===== config.mk =====
export PLATFORM = sky130hd
export DESIGN_NAME = multi_channel_sine_servo_oscillator
export DESIGN_NICKNAME = d
export VERILOG_FILES = /design/src/rtl/mcso_pkg.sv /design/src/rtl/mcso_state_mem.sv /design/src/rtl/mcso_divider.sv /design/src/rtl/mcso_pos_calc.sv /design/src/rtl/multi_channel_sine_servo_oscillator.sv
export VERILOG_INCLUDE_DIRS = /design/src /design/src/rtl
export SDC_FILE = /design/constraint.sdc
export NUM_CORES = 2
export LEC_CHECK = 0
export ABC_AREA = 1
export BUFFER_PORTS_ARGS = -buffer_cell sky130_fd_sc_hd__buf_2
export CORE_MARGIN = 3
export CORE_UTILIZATION = 41
export DETAILED_ROUTE_END_ITERATION = 10
export MAX_ROUTING_LAYER = met4
export SYNTH_ARGS = -nofsm -noshare
export SYNTH_HDL_FRONTEND = slang
export SYNTH_SLANG_ARGS = --single-unit

===== constraint.sdc =====
create_clock -name clk -period 5.6 [get_ports clk]
set_input_delay 0.28 -clock clk [delete_from_list [all_inputs] [get_ports clk]]
set_output_delay 0.28 -clock clk [all_outputs]
set_load 0.05 [all_outputs]

===== src/rtl/multi_channel_sine_servo_oscillator_macros.svh =====
`ifndef MULTI_CHANNEL_SINE_SERVO_OSCILLATOR_MACROS_SVH
`define MULTI_CHANNEL_SINE_SERVO_OSCILLATOR_MACROS_SVH

// Same-cycle implication on the rising clock edge, off while reset is asserted
`define MCSO_ASSERT_SAME(label, clk, rst_n, ante, cons) \
	label: assert property (@(posedge clk) disable iff (!rst_n) (ante) |-> (cons)) \
		else $error("mcso: same-cycle check failed");

// Next-cycle implication on the rising clock edge, off while reset is asserted
`define MCSO_ASSERT_NEXT(label, clk, rst_n, ante, cons) \
	label: assert property (@(posedge clk) disable iff (!rst_n) (ante) |=> (cons)) \
		else $error("mcso: next-cycle check failed");

`endif


===== src/rtl/mcso_pkg.sv =====
package mcso_pkg;

	// Channel count and channel field width
	localparam int NUM_CHANNELS = 4;
	localparam int CH_BITS = 2;

	// Phase accumulator and sine table geometry
	localparam int PHASE_BITS = 16;
	localparam int SINE_TABLE_DEPTH = 256;
	localparam int TAB_IDX_BITS = $clog2(SINE_TABLE_DEPTH);
	localparam int SINE_HALF = 2 * SINE_TABLE_DEPTH;

	// Period and sample interval widths
	localparam int PER_BITS = 16;
	localparam int SAMPLE_BITS = 10;

	// Divider geometry: the increment numerator is 2^PHASE_BITS + n/2
	localparam int DIV_W = (PHASE_BITS + 1 > PER_BITS) ? PHASE_BITS + 1 : PER_BITS;
	localparam int DIV_STEPS = (DIV_W + 1) / 2;
	localparam int NUM_W = 2 * DIV_STEPS;
	localparam int CNT_W = $clog2(DIV_STEPS + 1);
	localparam logic [DIV_W-1:0] INC_NUM = DIV_W'(1) << PHASE_BITS;

	// Pi in Q30
	localparam logic [63:0] PI_Q30 = 64'd3373259426;

	// Register map, one 64-bit slot per register
	typedef enum logic [2:0] {
		REG_AMPLITUDES    = 3'd0,
		REG_OFFSETS       = 3'd1,
		REG_PERIODS       = 3'd2,
		REG_PHASE_OFFSETS = 3'd3,
		REG_REVERSE       = 3'd4,
		REG_STOP          = 3'd5,
		REG_SAMPLE_MS     = 3'd6,
		REG_TRIMS         = 3'd7
	} reg_idx_t;

	typedef logic [PHASE_BITS-1:0] phase_t;
	typedef logic signed [15:0] sine_t;
	typedef sine_t sine_tab_t [SINE_TABLE_DEPTH];

	// Per-channel state word kept in the state memory
	typedef struct packed {
		logic [31:0] last_ms;
		phase_t      phase;
	} chan_state_t;

	// Request into the position pipeline
	typedef struct packed {
		logic        start;
		phase_t      phase;
		logic [15:0] phase_off;
		logic [7:0]  amp;
		logic [7:0]  offset;
		logic [7:0]  trim;
		logic        reverse;
	} pos_req_t;

	// Result from the position pipeline
	typedef struct packed {
		logic       done;
		logic [7:0] position;
	} pos_res_t;

	// Divider status
	typedef struct packed {
		logic busy;
		logic done;
	} div_stat_t;

	// One table entry: sin(2*pi*k/D) in Q1.15 through a Q30 Taylor series
	function automatic sine_t sine_entry(int unsigned k);
		logic [63:0] a;
		logic [63:0] th;
		logic [63:0] th2;
		logic [63:0] term;
		logic [63:0] sum;
		logic [63:0] q;
		logic        neg;
		a = 64'(4 * k);
		neg = 1'b0;
		if (a >= 64'(SINE_HALF)) begin
			neg = 1'b1;
			a = a - 64'(SINE_HALF);
		end
		if (a > 64'(SINE_TABLE_DEPTH)) a = 64'(SINE_HALF) - a;
		th = (a * PI_Q30) / SINE_HALF;
		th2 = (th * th) >> 30;
		term = th;
		sum = th;
		term = ((term * th2) >> 30) / 6;   sum = sum - term;
		term = ((term * th2) >> 30) / 20;  sum = sum + term;
		term = ((term * th2) >> 30) / 42;  sum = sum - term;
		term = ((term * th2) >> 30) / 72;  sum = sum + term;
		term = ((term * th2) >> 30) / 110; sum = sum - term;
		term = ((term * th2) >> 30) / 156; sum = sum + term;
		term = ((term * th2) >> 30) / 210; sum = sum - term;
		term = ((term * th2) >> 30) / 272; sum = sum + term;
		q = (sum + 64'd16384) >> 15;
		if (q > 64'd32767) q = 64'd32767;
		return neg ? -sine_t'(q[15:0]) : sine_t'(q[15:0]);
	endfunction

	function automatic sine_tab_t sine_table_init();
		sine_tab_t t;
		int unsigned k;
		for (k = 0; k < SINE_TABLE_DEPTH; k++) t[k] = sine_entry(k);
		return t;
	endfunction

	localparam sine_tab_t SINE_TAB = sine_table_init();

	// Scale a 16-bit fraction of a turn to the accumulator width, truncating
	function automatic phase_t scale_phase_off(logic [15:0] ph);
		logic [PHASE_BITS+15:0] w;
		w = (PHASE_BITS + 16)'(ph) << PHASE_BITS;
		return phase_t'(w >> 16);
	endfunction

endpackage


===== src/rtl/mcso_state_mem.sv =====
module mcso_state_mem import mcso_pkg::*; (
	input  logic                clk,
	input  logic                arst_n,
	input  logic                rd_en,
	input  logic [CH_BITS-1:0]  rd_addr,
	output chan_state_t         rd_data,
	input  logic                wr_en,
	input  logic [CH_BITS-1:0]  wr_addr,
	input  chan_state_t         wr_data
);

	chan_state_t            mem_q [NUM_CHANNELS];
	logic [NUM_CHANNELS-1:0] valid_q;
	chan_state_t            rd_data_q;
	logic                   rd_valid_q;

	// Mark entries as written; an unwritten entry reads as zero
	always_ff @(posedge clk or negedge arst_n) begin
		if (!arst_n) begin
			valid_q <= '0;
			rd_valid_q <= 1'b0;
		end else begin
			if (wr_en) valid_q[wr_addr] <= 1'b1;
			if (rd_en) rd_valid_q <= valid_q[rd_addr];
		end
	end

	// Write the entry and register the read data
	always_ff @(posedge clk) begin
		if (wr_en) mem_q[wr_addr] <= wr_data;
		if (rd_en) rd_data_q <= mem_q[rd_addr];
	end

	assign rd_data = rd_valid_q ? rd_data_q : '0;

endmodule


===== src/rtl/mcso_divider.sv =====
module mcso_divider import mcso_pkg::*; (
	input  logic                clk,
	input  logic                arst_n,
	input  logic                start,
	input  logic [DIV_W-1:0]    dividend,
	input  logic [PER_BITS-1:0] divisor,
	output div_stat_t           stat,
	output logic [DIV_W-1:0]    quotient
);

	logic                busy_q;
	logic                done_q;
	logic [CNT_W-1:0]    cnt_q;
	logic [NUM_W-1:0]    num_q;
	logic [PER_BITS-1:0] rem_q;
	logic [PER_BITS-1:0] den_q;

	logic [PER_BITS:0]   part0;
	logic [PER_BITS:0]   part1;
	logic                ge0;
	logic                ge1;
	logic [PER_BITS-1:0] rem0;
	logic [PER_BITS-1:0] rem1;
	logic [NUM_W-1:0]    num0;
	logic [NUM_W-1:0]    num1;

	// Two restoring steps per cycle, quotient bits shift into the dividend word
	always_comb begin
		part0 = {rem_q, num_q[NUM_W-1]};
		ge0 = part0 >= {1'b0, den_q};
		rem0 = ge0 ? PER_BITS'(part0 - {1'b0, den_q}) : part0[PER_BITS-1:0];
		num0 = {num_q[NUM_W-2:0], ge0};
		part1 = {rem0, num0[NUM_W-1]};
		ge1 = part1 >= {1'b0, den_q};
		rem1 = ge1 ? PER_BITS'(part1 - {1'b0, den_q}) : part1[PER_BITS-1:0];
		num1 = {num0[NUM_W-2:0], ge1};
	end

	// Count the iterations and flag completion for one cycle
	always_ff @(posedge clk or negedge arst_n) begin
		if (!arst_n) begin
			busy_q <= 1'b0;
			done_q <= 1'b0;
			cnt_q <= '0;
		end else begin
			done_q <= 1'b0;
			if (start) begin
				busy_q <= 1'b1;
				cnt_q <= CNT_W'(DIV_STEPS);
			end else if (busy_q) begin
				cnt_q <= cnt_q - CNT_W'(1);
				if (cnt_q == CNT_W'(1)) begin
					busy_q <= 1'b0;
					done_q <= 1'b1;
				end
			end
		end
	end

	// Load the operands, then advance the partial remainder
	always_ff @(posedge clk) begin
		if (start) begin
			num_q <= NUM_W'(dividend);
			rem_q <= '0;
			den_q <= divisor;
		end else if (busy_q) begin
			num_q <= num1;
			rem_q <= rem1;
		end
	end

	assign stat.busy = busy_q;
	assign stat.done = done_q;
	assign quotient = num_q[DIV_W-1:0];

endmodule


===== src/rtl/mcso_pos_calc.sv =====
module mcso_pos_calc import mcso_pkg::*; (
	input  logic     clk,
	input  logic     arst_n,
	input  pos_req_t req,
	output pos_res_t res
);

	phase_t                   lookup_phase;
	logic [TAB_IDX_BITS-1:0]  lookup_idx;

	logic                     vld_s1;
	logic                     vld_s2;
	logic                     vld_s3;
	logic                     vld_s4;
	sine_t                    sine_s1;
	logic [7:0]               amp_s1;
	logic signed [7:0]        off_s1;
	logic signed [7:0]        trim_s1;
	logic                     rev_s1;
	logic signed [24:0]       prod_s2;
	logic signed [7:0]        off_s2;
	logic signed [7:0]        trim_s2;
	logic                     rev_s2;
	logic signed [11:0]       drive_s3;
	logic [7:0]               position_s4;

	logic [24:0]              mag;
	logic [8:0]               rmag;
	logic signed [9:0]        rnd;
	logic signed [10:0]       pos;
	logic signed [10:0]       pos_dir;
	logic signed [11:0]       drive;
	logic [11:0]              scaled;
	logic [23:0]              recip;
	logic [7:0]               position;

	// Add the phase offset and pick the table entry
	always_comb begin
		lookup_phase = req.phase + scale_phase_off(req.phase_off);
		lookup_idx = lookup_phase[PHASE_BITS-1 -: TAB_IDX_BITS];
	end

	// Round the amplitude product, apply offset, direction, center and trim
	always_comb begin
		mag = prod_s2[24] ? 25'(-prod_s2) : 25'(prod_s2);
		rmag = 9'((mag + 25'd16384) >> 15);
		rnd = prod_s2[24] ? -$signed({1'b0, rmag}) : $signed({1'b0, rmag});
		pos = 11'(rnd) + 11'(off_s2);
		pos_dir = rev_s2 ? -pos : pos;
		drive = 12'(pos_dir) + 12'sd90 + 12'(trim_s2);
	end

	// Scale degrees by 255/180 = 17/12, saturating to a byte
	always_comb begin
		scaled = 12'(drive_s3[7:0]) * 12'd17;
		recip = 24'(scaled) * 24'd2731;
		if (drive_s3 < 0) position = 8'd0;
		else if (drive_s3 >= 12'sd180) position = 8'd255;
		else position = recip[22:15];
	end

	// Advance the stage valid flags
	always_ff @(posedge clk or negedge arst_n) begin
		if (!arst_n) begin
			vld_s1 <= 1'b0;
			vld_s2 <= 1'b0;
			vld_s3 <= 1'b0;
			vld_s4 <= 1'b0;
		end else begin
			vld_s1 <= req.start;
			vld_s2 <= vld_s1;
			vld_s3 <= vld_s2;
			vld_s4 <= vld_s3;
		end
	end

	// Stage data
	always_ff @(posedge clk) begin
		sine_s1 <= SINE_TAB[lookup_idx];
		amp_s1 <= req.amp;
		off_s1 <= $signed(req.offset);
		trim_s1 <= $signed(req.trim);
		rev_s1 <= req.reverse;
		prod_s2 <= $signed({1'b0, amp_s1}) * sine_s1;
		off_s2 <= off_s1;
		trim_s2 <= trim_s1;
		rev_s2 <= rev_s1;
		drive_s3 <= drive;
		position_s4 <= position;
	end

	assign res.done = vld_s4;
	assign res.position = position_s4;

endmodule


===== src/rtl/multi_channel_sine_servo_oscillator.sv =====
// Four-channel sine oscillator for servos. Each input transaction names a channel and the
// current millisecond count; when more than sample_ms milliseconds have passed since that
// channel's last sample, the block records the new sample time, emits one position byte on
// the output channel (unless the channel is stopped) and advances the channel's phase by one
// turn divided by (period / sample_ms). Per-channel phase and last-sample time live in a small
// state memory with a registered read that resets to zero through per-entry valid bits, so no
// clearing pass is needed after reset. A transaction whose sample is not due goes from ST_IDLE
// through ST_CHECK back to ST_IDLE and produces nothing. Each due sample is worked through by
// the shared two-bit-per-cycle divider, which first forms the step count
// and then the phase increment; one transaction is worked on at a time. Position output is
// registered, so a finished result may wait for out_ready while the next transaction is
// taken. Registers sit at byte address 8*i on a 64-bit APB-style port, pready is always high.
`include "multi_channel_sine_servo_oscillator_macros.svh"

module multi_channel_sine_servo_oscillator import mcso_pkg::*; (
	input  logic                clk,
	input  logic                arst_n,
	// input channel
	input  logic                in_valid,
	output logic                in_ready,
	input  logic [CH_BITS-1:0]  channel,
	input  logic [31:0]         now_ms,
	// output channel
	output logic                out_valid,
	input  logic                out_ready,
	output logic [CH_BITS-1:0]  out_channel,
	output logic [7:0]          position,
	// configuration port
	input  logic                psel,
	input  logic                penable,
	input  logic                pwrite,
	input  logic [5:0]          paddr,
	input  logic [63:0]         pwdata,
	output logic [63:0]         prdata,
	output logic                pready
);

	typedef enum logic [2:0] {
		ST_IDLE,
		ST_CHECK,
		ST_DIV_N,
		ST_DIV_INC,
		ST_WB,
		ST_DELIVER
	} fsm_state_t;

	// Configuration registers
	logic [31:0]            amplitudes_q;
	logic [31:0]            offsets_q;
	logic [63:0]            periods_q;
	logic [63:0]            phase_offsets_q;
	logic [3:0]             reverse_q;
	logic [3:0]             stop_q;
	logic [SAMPLE_BITS-1:0] sample_ms_q;
	logic [31:0]            trims_q;

	// Sequencer state and transaction registers
	fsm_state_t             state_q;
	logic [CH_BITS-1:0]     channel_q;
	logic [31:0]            now_q;
	phase_t                 phase_q;
	phase_t                 inc_q;
	logic                   emit_q;
	logic                   pos_ready_q;
	logic [7:0]             pos_q;
	logic                   out_valid_q;
	logic [CH_BITS-1:0]     out_channel_q;
	logic [7:0]             position_q;

	logic                   cfg_wr;
	reg_idx_t               reg_idx;
	chan_state_t            mem_rd;
	chan_state_t            mem_wr;
	logic                   mem_rd_en;
	logic                   mem_wr_en;
	logic                   due;
	logic                   n_zero;
	logic [PER_BITS-1:0]    per_sel;
	logic [PER_BITS-1:0]    sample_div;
	logic                   div_start;
	logic [DIV_W-1:0]       div_dividend;
	logic [PER_BITS-1:0]    div_divisor;
	logic [DIV_W-1:0]       div_quo;
	div_stat_t              div_stat;
	pos_req_t               pos_req;
	pos_res_t               pos_res;

	assign pready = 1'b1;
	assign cfg_wr = psel && penable && pwrite;
	assign reg_idx = reg_idx_t'(paddr[5:3]);

	// Register writes
	always_ff @(posedge clk or negedge arst_n) begin
		if (!arst_n) begin
			amplitudes_q <= 32'h2D2D_2D2D;
			offsets_q <= '0;
			periods_q <= 64'h07D0_07D0_07D0_07D0;
			phase_offsets_q <= '0;
			reverse_q <= '0;
			stop_q <= '0;
			sample_ms_q <= SAMPLE_BITS'(30);
			trims_q <= '0;
		end else if (cfg_wr) begin
			unique case (reg_idx)
				REG_AMPLITUDES:    amplitudes_q <= pwdata[31:0];
				REG_OFFSETS:       offsets_q <= pwdata[31:0];
				REG_PERIODS:       periods_q <= pwdata;
				REG_PHASE_OFFSETS: phase_offsets_q <= pwdata;
				REG_REVERSE:       reverse_q <= pwdata[3:0];
				REG_STOP:          stop_q <= pwdata[3:0];
				REG_SAMPLE_MS:     sample_ms_q <= pwdata[SAMPLE_BITS-1:0];
				REG_TRIMS:         trims_q <= pwdata[31:0];
				default:           ;
			endcase
		end
	end

	// Register reads
	always_comb begin
		unique case (reg_idx)
			REG_AMPLITUDES:    prdata = 64'(amplitudes_q);
			REG_OFFSETS:       prdata = 64'(offsets_q);
			REG_PERIODS:       prdata = periods_q;
			REG_PHASE_OFFSETS: prdata = phase_offsets_q;
			REG_REVERSE:       prdata = 64'(reverse_q);
			REG_STOP:          prdata = 64'(stop_q);
			REG_SAMPLE_MS:     prdata = 64'(sample_ms_q);
			REG_TRIMS:         prdata = 64'(trims_q);
			default:           prdata = '0;
		endcase
	end

	// State memory: read on accept, write back once the increment is known
	assign mem_rd_en = in_valid && in_ready;
	assign mem_wr_en = (state_q == ST_WB);
	assign mem_wr.last_ms = now_q;
	assign mem_wr.phase = phase_q + inc_q;

	mcso_state_mem u_state_mem (
		.clk     (clk),
		.arst_n  (arst_n),
		.rd_en   (mem_rd_en),
		.rd_addr (channel),
		.rd_data (mem_rd),
		.wr_en   (mem_wr_en),
		.wr_addr (channel_q),
		.wr_data (mem_wr)
	);

	// Sample due test and per-channel field selection
	always_comb begin
		due = (now_q - mem_rd.last_ms) > 32'(sample_ms_q);
		per_sel = periods_q[16*channel_q +: 16];
		sample_div = (sample_ms_q == '0) ? PER_BITS'(1) : PER_BITS'(sample_ms_q);
		n_zero = (div_quo[PER_BITS-1:0] == '0);
	end

	// Divider requests: step count first, then the rounded phase increment
	always_comb begin
		div_start = 1'b0;
		div_dividend = DIV_W'(per_sel);
		div_divisor = sample_div;
		case (state_q)
			ST_CHECK: div_start = due;
			ST_DIV_N: begin
				div_start = div_stat.done && !n_zero;
				div_dividend = INC_NUM + DIV_W'(div_quo[PER_BITS-1:1]);
				div_divisor = div_quo[PER_BITS-1:0];
			end
			default: ;
		endcase
	end

	mcso_divider u_divider (
		.clk      (clk),
		.arst_n   (arst_n),
		.start    (div_start),
		.dividend (div_dividend),
		.divisor  (div_divisor),
		.stat     (div_stat),
		.quotient (div_quo)
	);

	// Position request from the memory read and the channel's registers
	always_comb begin
		pos_req.start = (state_q == ST_CHECK) && due && !stop_q[channel_q];
		pos_req.phase = mem_rd.phase;
		pos_req.phase_off = phase_offsets_q[16*channel_q +: 16];
		pos_req.amp = amplitudes_q[8*channel_q +: 8];
		pos_req.offset = offsets_q[8*channel_q +: 8];
		pos_req.trim = trims_q[8*channel_q +: 8];
		pos_req.reverse = reverse_q[channel_q];
	end

	mcso_pos_calc u_pos_calc (
		.clk    (clk),
		.arst_n (arst_n),
		.req    (pos_req),
		.res    (pos_res)
	);

	// Sequencer and output register
	always_ff @(posedge clk or negedge arst_n) begin
		if (!arst_n) begin
			state_q <= ST_IDLE;
			channel_q <= '0;
			now_q <= '0;
			phase_q <= '0;
			inc_q <= '0;
			emit_q <= 1'b0;
			pos_ready_q <= 1'b0;
			pos_q <= '0;
			out_valid_q <= 1'b0;
			out_channel_q <= '0;
			position_q <= '0;
		end else begin
			// drop the result once the consumer takes it, unless a new one replaces it
			if (out_valid_q && out_ready && state_q != ST_DELIVER) out_valid_q <= 1'b0;
			// hold the finished position until delivery
			if (pos_res.done) begin
				pos_ready_q <= 1'b1;
				pos_q <= pos_res.position;
			end
			unique case (state_q)
				ST_IDLE: begin
					if (in_valid) begin
						channel_q <= channel;
						now_q <= now_ms;
						state_q <= ST_CHECK;
					end
				end
				ST_CHECK: begin
					if (due) begin
						phase_q <= mem_rd.phase;
						emit_q <= !stop_q[channel_q];
						state_q <= ST_DIV_N;
					end else begin
						state_q <= ST_IDLE;
					end
				end
				ST_DIV_N: begin
					if (div_stat.done) begin
						if (n_zero) begin
							inc_q <= '0;
							state_q <= ST_WB;
						end else begin
							state_q <= ST_DIV_INC;
						end
					end
				end
				ST_DIV_INC: begin
					if (div_stat.done) begin
						inc_q <= div_quo[PHASE_BITS-1:0];
						state_q <= ST_WB;
					end
				end
				ST_WB: begin
					state_q <= emit_q ? ST_DELIVER : ST_IDLE;
				end
				ST_DELIVER: begin
					if (!out_valid_q || out_ready) begin
						out_valid_q <= 1'b1;
						out_channel_q <= channel_q;
						position_q <= pos_q;
						pos_ready_q <= 1'b0;
						state_q <= ST_IDLE;
					end
				end
				default: state_q <= ST_IDLE;
			endcase
		end
	end

	assign in_ready = (state_q == ST_IDLE);
	assign out_valid = out_valid_q;
	assign out_channel = out_channel_q;
	assign position = position_q;

	// An accepted transaction sees its state word in the next cycle
	`MCSO_ASSERT_NEXT(a_accept_to_check, clk, arst_n, in_valid && in_ready, state_q == ST_CHECK)
	// The position pipeline finishes before the divider chain
	`MCSO_ASSERT_SAME(a_pos_ready_at_deliver, clk, arst_n, state_q == ST_DELIVER, pos_ready_q)
	// The shared divider is never restarted mid-division
	`MCSO_ASSERT_SAME(a_div_free_on_start, clk, arst_n, div_start, !div_stat.busy)

endmodule

Word level (Yosys, flattened, before mapping)
Memories as Yosys holds them, arrays and structs flattened. A register that Yosys moved wholly into a read port is not among the register bits.
Cells that the tools add are included.

storage, ports and cells
  ROM bits = 4096
  input port bits = 111
  flip-flop bits (word level) = 483
  word-level logic and storage cells = 173
  memories kept = 2
  bits in writable memories = 192
  output and inout bits = 77

operators by class
  equal/unequal tests = 19
  shifts and indexed selects = 5
  magnitude comparators = 8
  reductions and logical operators = 32
  mux-type cells = 47
  add/subtract/negate cells = 14
  bitwise logic cells = 2
  multiply operators = 3

memories
  memory             words  width  rd ports  clocked after memory_dff  write ports  line                  RTL
  (no name shown)    256    16     1         1                         0            mcso_pos_calc.sv:79   sine_s1 <= SINE_TAB[lookup_idx];
  u_state_mem.mem_q  4      48     1         1                         1            mcso_state_mem.sv:12  chan_state_t mem_q [NUM_CHANNELS];

operators by type and width
  operator                count
  $pmux 64 s8             1
  $shiftx 64x7->16        2
  $mux 16                 6
  $shiftx 32x6->8         3
  $mux 17                 3
  $mux 48                 1
  $ge 17x16->1            2
  $add 16x16->16          2
  $gt 32x10->1            1
  $pmux 16 s2             1
  $sub 16x16->16          2
  $sub 32x32->32          1
  $mul 9x16->25           1
  $add 24x15->24 const B  1
  $mux 24                 1
  $neg 24->24             1
  $mul 12x12->23 const B  1
  $reduce_and 2->1        11
  $mux 10                 2
  $eq 3x3->1 const B      6
  $mux 3                  6
  $pmux 3 s6              1
  $add 17x15->17 const A  1
  $logic_not 16->1        1
  other kinds (34)        72

Longest topological paths before layout
  depth after elaboration = 10
  depth in mapped cells = 38
  depth with buffers taken out = 38

Hierarchy
A second synthesis with hierarchy kept.

second synthesis, totals
  cells, all modules = 6449
  area total of the unflattened synthesis = 49558.8 um^2

modules (own cells, without submodules)
  module                               times used  area an instance (um^2)  sequential area each (um^2)  cells an instance
  multi_channel_sine_servo_oscillator  1           18826.8                  8338.0                       2570
  mcso_pos_calc                        1           17130.2                  2162.1                       2611
  mcso_state_mem                       1           9175.0                   7332.0                       646
  mcso_divider                         1           4426.7                   1481.4                       622

Worst setup path before layout
No wires, ideal clock.

  kind = flip-flop to flip-flop
  start = register u_pos_calc.drive_s3[1]
  end = register u_pos_calc.position_s4[7]
  clock period less this slack = 5.418 ns
  data arrival time = 5.302 ns
  path slack = 0.182 ns
  path buffers = 0
  library setup time = 0.115 ns
  stages on the path, launching flop included = 27
  required time = 5.485 ns
  cell sequence = dfxtp_1 > ha_1 > ha_1 > inv_1 > fa_1 > o21ai_0 > nand2_1 > nor2_1 > xor2_1 > inv_1 > ha_1 > ha_1 > inv_1 > fa_1 > inv_1 > fa_1 > ha_1 > ha_1 > nand2_1 > nor2_1 > and2_1 > nand3_1 > o211ai_1 > a21oi_1 > xnor2_1 > o21ai_0 > inv_1

between the ends
  word-level cells in the longest chain between the ends = 3
  elaborated cells between the ends (all ways) = 5
  classes of those cells = mul: 2; order compare: 2; mux: 1

RTL lines
  what                      line                 RTL
  start: declaration        mcso_pos_calc.sv:24  logic signed [11:0] drive_s3;
  start signal: assignment  mcso_pos_calc.sv:88  drive_s3 <= drive;
  $mul 8x5->12              mcso_pos_calc.sv:55  scaled = 12'(drive_s3[7:0]) * 12'd17;
  $mul 12x12->23            mcso_pos_calc.sv:56  recip = 24'(scaled) * 24'd2731;
  $mux 8                    mcso_pos_calc.sv:58  else if (drive_s3 >= 12'sd180) position = 8'd255;
  end signal: assignment    mcso_pos_calc.sv:89  position_s4 <= position;
  end: declaration          mcso_pos_calc.sv:25  logic [7:0] position_s4;

Parallel ways exist; a longest one is shown, timed or not.
A chain may end at the register's enable or synchronous reset.

Final worst setup path
  start = register channel_q[0]
  end = register u_pos_calc.sine_s1[7]

between the ends
  word-level cells in the longest chain between the ends = 3

RTL lines
  what                             line                                        RTL
  start: declaration               multi_channel_sine_servo_oscillator.sv:59   logic [CH_BITS-1:0] channel_q;
  start signal: assignment         multi_channel_sine_servo_oscillator.sv:227  channel_q <= channel;
  $shiftx 64x7->16                 multi_channel_sine_servo_oscillator.sv:188  pos_req.phase_off = phase_offsets_q[16*channel_q +: 16];
  $add 16x16->16                   mcso_pos_calc.sv:39                         lookup_phase = req.phase + scale_phase_off(req.phase_off);
  $not 8->9 (implied by the code)  mcso_pos_calc.sv:79
  end: declaration                 mcso_pos_calc.sv:15                         sine_t sine_s1;

Every way passes these cells.

==> reports/qor.txt <==
Seq/Total Area, Yosys: 40.7%
Syn_nets: 6,404
Warnings, synthesis: 0
CTS Buf Count: 83
Final min period: 5.45 ns
Final ANT Viol Nets: 0
GP Congestion: 1.01
Status: finished clean
Syn_area_per_cell: 8.12 sq um
Nets: 6,679
F_max: 184 MHz
Max-Cap Viols: 0
Commonest cells in the synthesized netlist: nand2_1 (1,493), inv_1 (794), o21ai_0 (552)
DR iter-0 viols: 3,900
Fin crit share: 97.3%
Slew HR: 18.5%
Maximum number of pins on one net before global-route repair: 173
#FFs+latches synth: 739
Worst R2R Path Depth: 25
Die footprint: 120,000 sq um
FILL cells: 11,300
Worst-Margin Slew: 1.22 ns
Grt met2 use: 40.5%
RSZ-0062 raised after global routing: true
Global Route met3 Usage: 4.88%
M1 GR Usage: 37.5%
Post-Synthesis Cells: 5,850
Clock root buffer master: clkbuf_16
Global Route Usage Sum: 27.4%
Setup violators final: 0
IO Port Bufs: 183
Initial antenna violation count: 5
CTS tree: yes
Critical Path AT: 6.04 ns
Residual DRC: 0
Crit path capture: u_pos_calc.sine_s1[7]$_DFF_P_
Mapped cell area: 47,500 sq um
Top cells by area, synth: edfxtp_1 (17%), dfrtp_1 (16%), nand2_1 (12%), ha_1 (7.8%), inv_1 (6.3%)
Post-synth top area cell: edfxtp_1
Max Root-Sink Buffers: 3
Ys flop type: dfrtp_1
Starting density of the core: 41.4%
1st-pass router iterations: 6
EDFF count, synth: 273
Core ar.: 115,000 sq um
Vias per std cell: 5.41
Num ports: 188
Pre-CTS setup slack: 0.0311 ns
Vias in the first global route: 40,000
# rows: 124
Worst r2r dst: u_pos_calc.sine_s1[7]$_DFF_P_
Asr flop ratio synth: 46.8%
Most frequent cell after synthesis: nand2_1
CP required: 6.19 ns
Hold/Removal Path Class: primary input to flop
Share of cells above drive strength 1: 11.0%
Clk_lat worst skew: 0.65 ns
Synth top area share: 17.3%
First-pass GRT wire length: 246 mm
Critical path type: flop to flop
Overflow after GRT: 0
CP max FO: 14
Clock Skew: 0.0195 ns
# H-tree levels: 3
Worst Setup End Kind: flop
RR Startpoint: channel_q[0]$_DFFE_PN0P_
Final Hold Fails: 0
Pins Over Slew Limit: 0
Grt peak-use layer: met2
Wirelength, routed: 163 mm
Via Count: 41,700
Die X: 346 um
Post-synth cell types: 63
Routed len/inst: 21.1 um
Reg2reg setup slack: 0.15 ns
DP HPWL: 121 mm
Clock sinks: 739
Worst-path clk slew: 0.06 ns
Post-route setup slack: 0.154 ns
Startpoint Class: flop
Non-filler cells, final: 7,706
Crit path launch: channel_q[0]$_DFFE_PN0P_
Die span in y: 346 um
DP Cell Count: 7,463
Layout area overhead: 14.9%
[cells by family (layout without fill, tap and decap cells)]
group / Yosys count / in the layout / synth area share (%)
DFF: 739 / 739 / 40.7
other: 1 / 3 / 0.00790
buffers and inverters: 1069 / 1411 / 8.86
AOI/OAI and AO/OA: 1137 / 1137 / 13.6
and+or+nand+nor: 2327 / 2327 / 20.3
adders and majority gates: 443 / 443 / 14.0
xor gates and xnor gates: 134 / 134 / 2.52
[worst min path at each step]
stage	start	endpoint	depth (start not counted)
CTS	pwdata[14]	periods_q[14]$_DFFE_PN0P_	3
global route	pwdata[35]	periods_q[35]$_DFFE_PN0P_	3
detailed placement	u_pos_calc.off_s1[6]$_DFF_P_	u_pos_calc.off_s2[6]$_DFF_P_	0
floorplan	arst_n	amplitudes_q[12]$_DFFE_PN0P_	0
global placement	u_pos_calc.off_s1[2]$_DFF_P_	u_pos_calc.off_s2[2]$_DFF_P_	0
finish	pwdata[35]	periods_q[35]$_DFFE_PN0P_	3
[worst max-delay path, stage by stage, from the launching register on]
cell	delay, ns
dfrtp_1	0.47
buf_4	0.20
nor2_4	0.09
buf_4	0.22
a22oi_1	0.46
o221ai_1	0.34
ha_1	0.40
a21oi_1	0.20
o21ai_0	0.16
a21oi_1	0.24
nand2_1	0.07
nand2_1	0.07
nand2_2	0.12
ha_1	0.44
inv_1	0.24
nand2_2	0.28
inv_2	0.16
nand2_1	0.25
nand3_1	0.19
nand2_1	0.06
nand2_1	0.07
nand2_1	0.05
nand3_1	0.07
nor2_1	0.05
nor2_1	0.28
buf_4	0.18
[flip-flops by register name, indices dropped and copies added, names as in the netlist, 16 cells and up]
| name | cells |
|---|---|
| u_state_mem.mem_q | 192 |
| periods_q | 64 |
| phase_offsets_q | 64 |
| u_state_mem.rd_data_q | 48 |
| amplitudes_q | 32 |
| now_q | 32 |
| offsets_q | 32 |
| trims_q | 32 |
| u_pos_calc.prod_s2 | 25 |
| u_divider.num_q | 18 |
| inc_q | 16 |
| phase_q | 16 |
| u_divider.den_q | 16 |
| u_divider.rem_q | 16 |
| u_pos_calc.sine_s1 | 16 |
[cell usage in the layout, fill, tap and decap left out, types with 30 or more instances in the layout]
master and count:
a21oi_1 213, a22oi_1 61, buf_2 182, buf_4 177, clkbuf_16 86, dfrtp_1 301
dfstp_2 44, dfxtp_1 120, dlygate4sd3_1 78, edfxtp_1 273, fa_1 146, ha_1 282
inv_1 791, nand2_1 1480, nand2_2 33, nand3_1 340, nand4_1 56, nor2_1 305
nor3_1 30, o21ai_0 540, o21ai_1 42, o22ai_1 126, xnor2_1 41, xor2_1 87
[layer usage]
metal	share of wire [%]	wire length (um)	vias up
li1	-	-	19800
met1	44	71900	19900
met2	43	70700	1646
met3	8.1	13100	304
met4	4.2	6840	0
met5	0	0	-
[repair_timing]
action / in CTS / in global routing
hold buffers: 77 / 1
buffers inserted: 0 / 11
endpoints found under the setup margin: 0 / 14
hold endpoints to repair: 228 / 1
gates resized for setup: 0 / 56
[per-stage QoR]
step	hold slack (ns)	utilization (%)	setup TNS, ns	area, sq um
2_1_floorplan	-0.0156	-	0	47500
5_1_grt	0.0215	47.6	-0.0932	54500
6_report	0.0306	47.6	0	54500
3_3_place_gp	0.313	44.1	0	50600
4_1_cts	0.000326	47.3	0	54200
3_5_place_dp	0.312	44.1	0	50600
[cell type report]
class | count | area (sq um) | share of cell area [%]
repair buffers | 444 | 3160 | 5.79
clock buffers | 111 | 2350 | 4.30
clock inverters | 41 | 470 | 0.863
well taps | 1512 | 1890 | 3.47
inverters | 815 | 3060 | 5.62
flip-flops and latches | 739 | 19300 | 35.4
multi-input cells | 4042 | 24300 | 44.5
diodes | 2 | 5.00 | 0.00918
Power is not shown: default switching activity piles up to over one toggle a cycle in this logic, so the estimate is an artifact.
